### src/design/rc6ke_pkg.sv
`timescale 1ns / 1ps
// rc6ke_pkg: shared types, register codes, magic constants and word helpers
// for the rc6 key schedule block. No dependencies.
package rc6ke_pkg;

	localparam int WORD_W = 64;
	localparam int IDX_W  = 6;
	localparam int BYTE_W = 8;
	localparam int CFG_AW = 2;
	localparam int CFG_DW = 6;

	// register indexes on the config port
	localparam logic [CFG_AW-1:0] REG_WORD_SIZE = 2'd0;
	localparam logic [CFG_AW-1:0] REG_ROUNDS    = 2'd1;
	localparam logic [CFG_AW-1:0] REG_KEY_BYTES = 2'd2;

	// word size modes, code three behaves as 64 bits
	localparam logic [1:0] MODE_16 = 2'd0;
	localparam logic [1:0] MODE_32 = 2'd1;
	localparam logic [1:0] MODE_64 = 2'd2;

	// commands from the sequencer to the datapath
	typedef struct packed {
		logic key_wr;
		logic clr_loaded;
		logic pk_rd;
		logic fill_wr;
		logic fill_first;
		logic mx_rd;
		logic mx_init;
		logic mx_p1;
		logic mx_p2;
		logic mx_p3;
		logic mx_byp;
		logic em_rd;
		logic em_ld;
		logic em_last;
	} cmd_t;

	function automatic logic [WORD_W-1:0] p_const(input logic [1:0] mode);
		logic [WORD_W-1:0] res;
		unique case (mode)
			MODE_16: res = 64'h0000_0000_0000_B7E1;
			MODE_32: res = 64'h0000_0000_B7E1_5163;
			default: res = 64'hB7E1_5162_8AED_2A6B;
		endcase
		return res;
	endfunction

	function automatic logic [WORD_W-1:0] q_const(input logic [1:0] mode);
		logic [WORD_W-1:0] res;
		unique case (mode)
			MODE_16: res = 64'h0000_0000_0000_9E37;
			MODE_32: res = 64'h0000_0000_9E37_79B9;
			default: res = 64'h9E37_79B9_7F4A_7C15;
		endcase
		return res;
	endfunction

	function automatic logic [WORD_W-1:0] word_mask(input logic [1:0] mode);
		logic [WORD_W-1:0] res;
		unique case (mode)
			MODE_16: res = 64'h0000_0000_0000_FFFF;
			MODE_32: res = 64'h0000_0000_FFFF_FFFF;
			default: res = 64'hFFFF_FFFF_FFFF_FFFF;
		endcase
		return res;
	endfunction

	// w - 1, used to reduce a rotate amount mod w
	function automatic logic [5:0] amt_mask(input logic [1:0] mode);
		logic [5:0] res;
		unique case (mode)
			MODE_16: res = 6'd15;
			MODE_32: res = 6'd31;
			default: res = 6'd63;
		endcase
		return res;
	endfunction

	// log2 of bytes per word
	function automatic logic [1:0] log2_bytes(input logic [1:0] mode);
		logic [1:0] res;
		unique case (mode)
			MODE_16: res = 2'd1;
			MODE_32: res = 2'd2;
			default: res = 2'd3;
		endcase
		return res;
	endfunction

	// bytes per word minus one
	function automatic logic [2:0] byte_mask(input logic [1:0] mode);
		logic [2:0] res;
		unique case (mode)
			MODE_16: res = 3'd1;
			MODE_32: res = 3'd3;
			default: res = 3'd7;
		endcase
		return res;
	endfunction

	// left rotate of the low w bits, result zero above w
	function automatic logic [WORD_W-1:0] rotl(input logic [WORD_W-1:0] x,
		input logic [5:0] s, input logic [1:0] mode);
		logic [31:0]       d16;
		logic [63:0]       d32;
		logic [127:0]      d64;
		logic [WORD_W-1:0] res;
		d16 = {x[15:0], x[15:0]} << s[3:0];
		d32 = {x[31:0], x[31:0]} << s[4:0];
		d64 = {x, x} << s;
		unique case (mode)
			MODE_16: res = {48'd0, d16[31:16]};
			MODE_32: res = {32'd0, d32[63:32]};
			default: res = d64[127:64];
		endcase
		return res;
	endfunction

endpackage

### src/design/rc6ke_ctrl.sv
`timescale 1ns / 1ps
// rc6ke_ctrl: sequencer for key load, key word packing, table fill, mixing
// and word output. Uses rc6ke_pkg; drives rc6ke_dp through cmd_t.
module rc6ke_ctrl #(
	parameter int MAX_ROUNDS    = 20,
	parameter int MAX_KEY_BYTES = 32,
	localparam int TD  = 2 * MAX_ROUNDS + 4,
	localparam int TIW = $clog2(TD),
	localparam int TCW = $clog2(TD + 1),
	localparam int KW  = (MAX_KEY_BYTES + 1) / 2,
	localparam int KIW = (KW > 1) ? $clog2(KW) : 1,
	localparam int KCW = $clog2(KW + 1),
	localparam int PKW = $clog2(MAX_KEY_BYTES + 8),
	localparam int STW = $clog2(3 * ((TD > KW) ? TD : KW) + 1)
) (
	input  logic                 clk,
	input  logic                 arst_n,
	input  logic                 s_valid,
	input  logic                 s_last,
	output logic                 s_ready,
	input  logic                 out_free,
	input  logic [TCW-1:0]       t_cnt,
	input  logic [KCW-1:0]       c_cnt,
	input  logic [PKW-1:0]       npk,
	input  logic [STW-1:0]       steps,
	output rc6ke_pkg::cmd_t      cmd,
	output logic [TIW-1:0]       s_ra,
	output logic [TIW-1:0]       s_wa,
	output logic [KIW-1:0]       l_ra,
	output logic [KIW-1:0]       l_wa,
	output logic [PKW-1:0]       pk_k
);

	typedef enum logic [3:0] {
		ST_IDLE,
		ST_PACK,
		ST_FILL,
		ST_MRD,
		ST_M1,
		ST_M2,
		ST_M3,
		ST_ERD,
		ST_ELD
	} state_t;

	state_t         state_q;
	logic [TIW-1:0] idx_q;
	logic [KIW-1:0] j_q;
	logic [PKW-1:0] k_q;
	logic [STW-1:0] step_q;

	logic           i_last;
	logic           k_last;
	logic           step_last;
	logic [TIW-1:0] i_nx;
	logic [KIW-1:0] j_nx;

	assign i_last    = (TCW'(idx_q) + TCW'(1)) == t_cnt;
	assign k_last    = (k_q + PKW'(1)) == npk;
	assign step_last = (step_q + STW'(1)) == steps;
	assign i_nx      = i_last ? '0 : idx_q + TIW'(1);
	assign j_nx      = ((KCW'(j_q) + KCW'(1)) == c_cnt) ? '0 : j_q + KIW'(1);

	assign s_ready = (state_q == ST_IDLE);
	assign s_wa    = idx_q;
	assign l_wa    = j_q;
	assign pk_k    = k_q;

	always_comb begin
		cmd  = '0;
		s_ra = idx_q;
		l_ra = j_q;
		unique case (state_q)
			ST_IDLE: begin
				cmd.key_wr = s_valid;
			end
			ST_PACK: begin
				cmd.pk_rd = 1'b1;
			end
			ST_FILL: begin
				cmd.fill_wr    = 1'b1;
				cmd.fill_first = (idx_q == '0);
				cmd.clr_loaded = 1'b1;
			end
			ST_MRD: begin
				cmd.mx_rd   = 1'b1;
				cmd.mx_init = 1'b1;
			end
			ST_M1: begin
				cmd.mx_p1 = 1'b1;
			end
			ST_M2: begin
				cmd.mx_p2 = 1'b1;
				// single key word: the word just written is still in b
				cmd.mx_byp = (c_cnt == KCW'(1)) && (step_q != '0);
			end
			ST_M3: begin
				cmd.mx_p3 = 1'b1;
				if (!step_last) begin
					cmd.mx_rd = 1'b1;
					s_ra      = i_nx;
					l_ra      = j_nx;
				end
			end
			ST_ERD: begin
				cmd.em_rd = 1'b1;
			end
			ST_ELD: begin
				if (out_free) begin
					cmd.em_ld   = 1'b1;
					cmd.em_last = i_last;
					if (!i_last) begin
						cmd.em_rd = 1'b1;
						s_ra      = idx_q + TIW'(1);
					end
				end
			end
			default: begin
				cmd = '0;
			end
		endcase
	end

	always_ff @(posedge clk or negedge arst_n) begin
		if (!arst_n) begin
			state_q <= ST_IDLE;
			idx_q   <= '0;
			j_q     <= '0;
			k_q     <= '0;
			step_q  <= '0;
		end else begin
			unique case (state_q)
				ST_IDLE: begin
					if (s_valid && s_last) begin
						state_q <= ST_PACK;
						k_q     <= '0;
					end
				end
				ST_PACK: begin
					k_q <= k_q + PKW'(1);
					if (k_last) begin
						state_q <= ST_FILL;
						idx_q   <= '0;
					end
				end
				ST_FILL: begin
					idx_q <= idx_q + TIW'(1);
					if (i_last) begin
						state_q <= ST_MRD;
						idx_q   <= '0;
						j_q     <= '0;
						step_q  <= '0;
					end
				end
				ST_MRD: begin
					state_q <= ST_M1;
				end
				ST_M1: begin
					state_q <= ST_M2;
				end
				ST_M2: begin
					state_q <= ST_M3;
				end
				ST_M3: begin
					idx_q  <= i_nx;
					j_q    <= j_nx;
					step_q <= step_q + STW'(1);
					if (step_last) begin
						state_q <= ST_ERD;
						idx_q   <= '0;
					end else begin
						state_q <= ST_M1;
					end
				end
				ST_ERD: begin
					state_q <= ST_ELD;
				end
				ST_ELD: begin
					if (out_free) begin
						if (i_last) begin
							state_q <= ST_IDLE;
						end else begin
							idx_q <= idx_q + TIW'(1);
						end
					end
				end
				default: begin
					state_q <= ST_IDLE;
				end
			endcase
		end
	end

endmodule

### config.mk
export PLATFORM = sky130hd
export DESIGN_NAME = rc6ke_ctrl
export DESIGN_NICKNAME = d
export VERILOG_FILES = /design/src/design/rc6ke_pkg.sv /design/src/design/rc6ke_ctrl.sv
export SDC_FILE = /design/constraint.sdc
export NUM_CORES = 1
export LEC_CHECK = 0
export BUFFER_PORTS_ARGS = -buffer_cell sky130_fd_sc_hd__buf_2
export CAP_MARGIN = 20
export CORE_MARGIN = 2
export CORE_UTILIZATION = 25
export CTS_CLUSTER_DIAMETER = 200
export DETAILED_ROUTE_END_ITERATION = 8
export HOLD_SLACK_MARGIN = 0.15
export PLACE_DENSITY = 0.48
export SLEW_MARGIN = 10
export SYNTH_ARGS = -nofsm -noshare
export SYNTH_HDL_FRONTEND = slang
export SYNTH_SLANG_ARGS = --single-unit
### constraint.sdc
create_clock -name clk -period 3.2 [get_ports clk]
set_input_delay 0.64 -clock clk [delete_from_list [all_inputs] [get_ports clk]]
set_output_delay 0.64 -clock clk [all_outputs]
set_load 0.02 [all_outputs]
# == Yosys cells after proc, flatten, opt, wreduce, memory -nomap -nowiden ==
# Index checks and enable logic that the tools add are counted.
# word_totals
reg_bits,28
out_inout_bits,41
# op_classes
add_sub_neg,5
n_eq_ne,18
mux,38
n_reduce_logical,12
# ops
cell,n
6-bit two-way mux,7
4-bit one-hot mux with 9 select lines,1
4-bit two-way mux,8
6-bit one-hot mux with 2 select lines,2
6-bit one-hot mux with 4 select lines,1
4-bit by 3-bit == test with 1-bit output (second input constant),4
8-bit one-hot mux with 2 select lines,1
6-bit by 1-bit adder with 6-bit output (second input constant),2
6-bit == test,2
1-bit two-way mux,10
8-bit by 1-bit adder with 8-bit output (second input constant),1
4-bit by 2-bit == test with 1-bit output (second input constant),2
8-bit == test,1
8-bit two-way mux,1
2-bit != test (second input constant),4
4-bit one-hot mux with 2 select lines,1
8-bit nonzero test,1
6-bit zero test,1
2-bit two-way mux,3
2-bit AND reduction,3
4-bit by 1-bit adder with 5-bit output (second input constant),1
5-bit by 1-bit == test with 1-bit output (second input constant),1
5-bit == test,1
5-bit AND reduction,1
other kinds (10),13

# == Logic depth before layout (Yosys ltp) ==
# logic_depth
depth_word,5
depth_mapped,11
ltp_nobuf,10

# == Least setup slack after synthesis ==
# No wires, ideal clock.
# synth_path
path_type,reg2out
from,register idx_q[0] (netlist: s_wa[0])
to,output s_ra[0]
t_arrival_ps,2554
t_required_ps,2560
slack_ps,6
path_stages_with_launch,12
path_buffers,1
path_cell_list,dfrtp_1 -> inv_1 -> ha_1 -> xor2_1 -> a211oi_2 -> o311ai_2 -> nor2_4 -> inv_2 -> buf_2 -> ha_1 -> nor2_1 -> a221o_1
# synth_via
elab_chain_len,5
word_cells_on_any_way,7
classes_between,add/sub: 1; eq/ne: 1; mux: 5
# synth_lines
item,line_no,source
from (decl),rc6ke_ctrl.sv:47,logic [TIW-1:0] idx_q;
from (signal assigned),rc6ke_ctrl.sv:147,idx_q <= idx_q + TIW'(1);
from (signal assigned),rc6ke_ctrl.sv:165,idx_q <= i_nx;
from (signal assigned),rc6ke_ctrl.sv:183,idx_q <= idx_q + TIW'(1);
6-bit by 1-bit adder with 6-bit output,"rc6ke_ctrl.sv:58, rc6ke_ctrl.sv:61, rc6ke_ctrl.sv:114",
6-bit == test,rc6ke_ctrl.sv:58,assign i_last = (TCW'(idx_q) + TCW'(1)) == t_cnt;
6-bit two-way mux (on tied branches),"rc6ke_ctrl.sv:112, rc6ke_ctrl.sv:61",
6-bit two-way mux (on tied branches),-,
6-bit one-hot mux with 2 select lines *,rc6ke_ctrl.sv:73,unique case (state_q)
to (decl),rc6ke_ctrl.sv:27,"output logic [TIW-1:0] s_ra,"
# Mark *: on every way between the ends. The rest lies on a longest branch, timed or not.

# == Final worst setup path ==
# Same ends and word-level chain as after synthesis.

==> metrics.md <==
| Metric | Value |
|---|---|
| Core Area | `0.0102 sq mm` |
| Comb pwr share | `a little over two thirds` |
| Detail Route Antenna Nets | `0` |
| Final setup fails | `1` |
| Status | `complete, but fails checks` |
| Tcrit/Tclk final | `100%` |
| Register share of total power | `24.0%` |
| Detailed placer's ending HPWL | `5780 um` |
| Largest net degree at the start of global routing | `29` |
| Synth top area cells | `dfrtp_1 27%, xnor2_1 6.1%, o21ai_0 5.4%, nand2_1 4.8%, xor2_1 4.8%` |
| Slowest-stage cell, CP | `dfrtp_1` |
| CP Cell Sequence | `buf_6 > buf_4 > xnor2_1 > a211oi_2 > o311ai_4 > nor2_4 > clkinv_4 > ha_4 > nor2_2 > a221o_1 > buf_6` |
| Worst path most repeated cell | `buf_6` |
| Synth area leader | `dfrtp_1` |
| Count leader, synth | `nand2_1` |
| Core Rows | `37` |
| RSZ-0062 raised after global routing | `yes` |
| CTS buffer count | `3` |
| Multi-input logic area | `between 0.0015 and 0.002 sq mm` |
| EDFF count, synth | `0` |
| TNS Setup | `-0.0124 ns` |
| R2r endpoint | `s_wa[2]$_DFFE_PN0P_` |
| CTS tree | `yes` |
| Final Hold Vio Count | `0` |
| Syn Inst Count | `about 330` |
| Post-Syn Area per Cell | `7.88 sq um` |
| Antenna violations before repair | `0` |
| Worst-path clk slew | `approximately 0.10 ns` |
| Synthesized Nets | `364` |
| Mapped cell area | `around 0.0026 sq mm` |
| Max-cap violation count | `0` |
| Final Util | `35.1%` |
| CP peak stage delay | `0.42 ns` |
| Peak VDD IR | `about 0.00031 V` |
| Root Buffer | `clkbuf_8` |
| R2R depth | `11` |
| Slew headroom | `a little over half` |
| Avg WL per Cell | `14.6 um` |
| CP Capture Type | `output port` |
| Die area | `0.0111 sq mm` |
| Worst Max-Slew Pin Slew | `0.682 ns` |
| Switching power | `approximately 1.6 mW` |
| Clock sink count | `28` |
| Global placement routability congestion | `0.813` |
| Min cycle time layout | `3.21 ns` |
| Leakage | `about 1.6 nW` |
| Post-synth ARST share | `100%` |
| Ys Warns | `0` |
| H-tree depth | `1` |
| All-Layer GR Usage | `14.2%` |
| Clock Latency Late Sink | `around 0.28 ns` |
| IO Pins | `71` |
| Maximum root-to-sink buffer count | `2` |
| Area added between synthesis and finish | `38.9%` |
| Initial drt markers | `170` |
| Net Sw Frac | `50.5%` |
| Most used flip-flop cell after synthesis | `dfrtp_1` |
| Final Slew Violations | `0` |
| Failing checks | `setup timing` |
| Share of layout cells above drive strength 1 | `37.9%` |
| Total Power | `between 3 and 4 mW` |
| Non-Filler Cell Area, Final | `0.00358 sq mm` |
| Clock power share | `6.4%` |
| Routed wire length | `8040 um` |
| ANT cells | `0` |
| Crit path max-delay family | `compound AO/OA/AOI/OAI gates` |
| Gr ovfl total | `0` |
| Number of global-route vias before repair | `2576` |
| Die Wd | `106 um` |
| Avg Vias per Cell | `5.03` |
| Post-synth top area share | `27.2%` |
| Fillers | `1066` |
| Worst hold path class | `input pin to async pin` |
| Initial Utilization | `about 25%` |
| Clock skew | `0.00714 ns` |
| Sequential fraction of the synthesis area | `27.2%` |
| Synth Register Bits | `28` |
| Cell internal pwr | `1.55 mW` |
| CP Max Fanout | `8` |
| CP Class | `flip-flop to output port` |
| Req. time, crit path | `2.56 ns` |
| CP arrival | `2.57 ns` |
| Register-to-register setup slack | `around 0.49 ns` |
| Sum of buffers and inverters on the critical path | `4` |
| DR pass1 iterations | `4` |
| DRC | `0` |
| Layout Nets | `453` |
| P per Cell Area | `877 mW/mm^2` |
| Min setup slack post-route | `-0.0124 ns` |
| Startpoint Class | `flip-flop` |
| RR Startpoint | `s_wa[0]$_DFFE_PN0P_` |
| First-pass GRT wire length | `around 13000 um` |
| Post-place instance area | `0.00315 sq mm` |
| I/O Buffers | `70` |
| Reg area | `706 sq um` |
| Synth top cells by count | `33 x nand2_1, 28 x dfrtp_1, 28 x o21ai_0, 27 x nor2_1, 18 x xnor2_1` |
| Die H | `106 um` |
| Yosys cell types | `60` |
| Routed vias | `2765` |
| Fmax | `0.311 GHz` |
## power groups by stage
| stage | clock network (mW) | logic (mW) | registers (mW) |
|---|---|---|---|
| 2_1_floorplan | 0 | 1.32 | 0.716 |
| 3_3_place_gp | 0 | 1.87 | 0.738 |
| 3_5_place_dp | 0 | 1.87 | 0.742 |
| 4_1_cts | 0.212 | 2.00 | 0.736 |
| 5_1_grt | 0.231 | 2.40 | 0.791 |
| 6_report | 0.201 | 2.19 | 0.753 |
## repair_timing
item / in CTS / in global routing
endpoints found under the setup margin: 9 / 10
hold endpoints to repair: 0 / 0
pin swaps: 9 / 14
setup buffers: 6 / 6
hold buffers: 0 / 0
gates resized for setup: 21 / 51
gates cloned: 0 / 2
## cells by family (layout without fill, tap and decap cells)
group	count (synthesis)	after routing	share of synthesized area, %
DFF	28	28	27.2
muxes	6	6	2.38
xor gates and xnor gates	32	32	10.9
buffers and inverters	34	121	5.73
adders and majority gates	7	7	3.40
AOI/OAI and AO/OA	86	86	23.8
and+or+nand+nor	134	134	26.6
## worst max path at each step
stage                         from       to  slack, ns  depth (start not counted)
2_1_floorplan  s_wa[0]$_DFFE_PN0P_  s_ra[0]      0.006                         11
3_3_place_gp              t_cnt[2]  s_ra[0]       0.13                         10
3_5_place_dp              t_cnt[2]  s_ra[0]       0.10                         10
4_1_cts        s_wa[1]$_DFFE_PN0P_  s_ra[5]      -0.03                          9
5_1_grt        s_wa[0]$_DFFE_PN0P_  s_ra[0]      -0.14                         11
6_report       s_wa[0]$_DFFE_PN0P_  s_ra[0]      -0.01                         11
## placed cells by master, fill, tap and decap left out, types with 4 or more instances in the layout
cell	instances
buf_2	63
nand2_1	31
buf_4	30
o21ai_0	27
dfrtp_1	24
nor2_1	23
nand3_1	17
xnor2_1	17
xor2_1	12
buf_6	11
nor3_1	10
inv_1	9
a21oi_1	7
nand2b_1	6
nor2b_1	6
o211ai_1	6
a211o_1	5
mux2i_1	5
inv_2	4
or3_1	4
nand4_1	4
a22o_1	4
ha_4	4
dfrtp_2	4
## metal layers
metal  up-vias  routed length, um  track usage, %
met1      1303               3710            20.0
met4         0                 34            3.01
met5         -                  0               0
met2       105               3770            22.6
met3         4                535            2.60
li1       1353                  -               -
## flip-flops by register name, indices dropped and copies added (netlist names)
| signal | count |
|---|---|
| step_q | 8 |
| pk_k | 6 |
| s_wa | 6 |
| l_wa | 4 |
| state_q | 4 |
## layout make-up
cell class	count	share of cell area [%]
Timing Repair Buffer	104	18.6
Multi-Input combinational cell	265	54.2
Inverter	14	1.61
Sequential cell	28	19.7
Tap cell	136	4.76
Clock buffer	3	1.15
## metrics by stage
step	hold WS [ns]	setup slack, ns	cells
after CTS	0.423	-0.0332	542
after floorplan	0.344	0.00620	327
after global routing	0.427	-0.144	550
final	0.382	-0.0124	550
after global placement	0.523	0.130	533
after detailed placement	0.523	0.101	533
No activity file was read; power rests on OpenSTA's default activity.
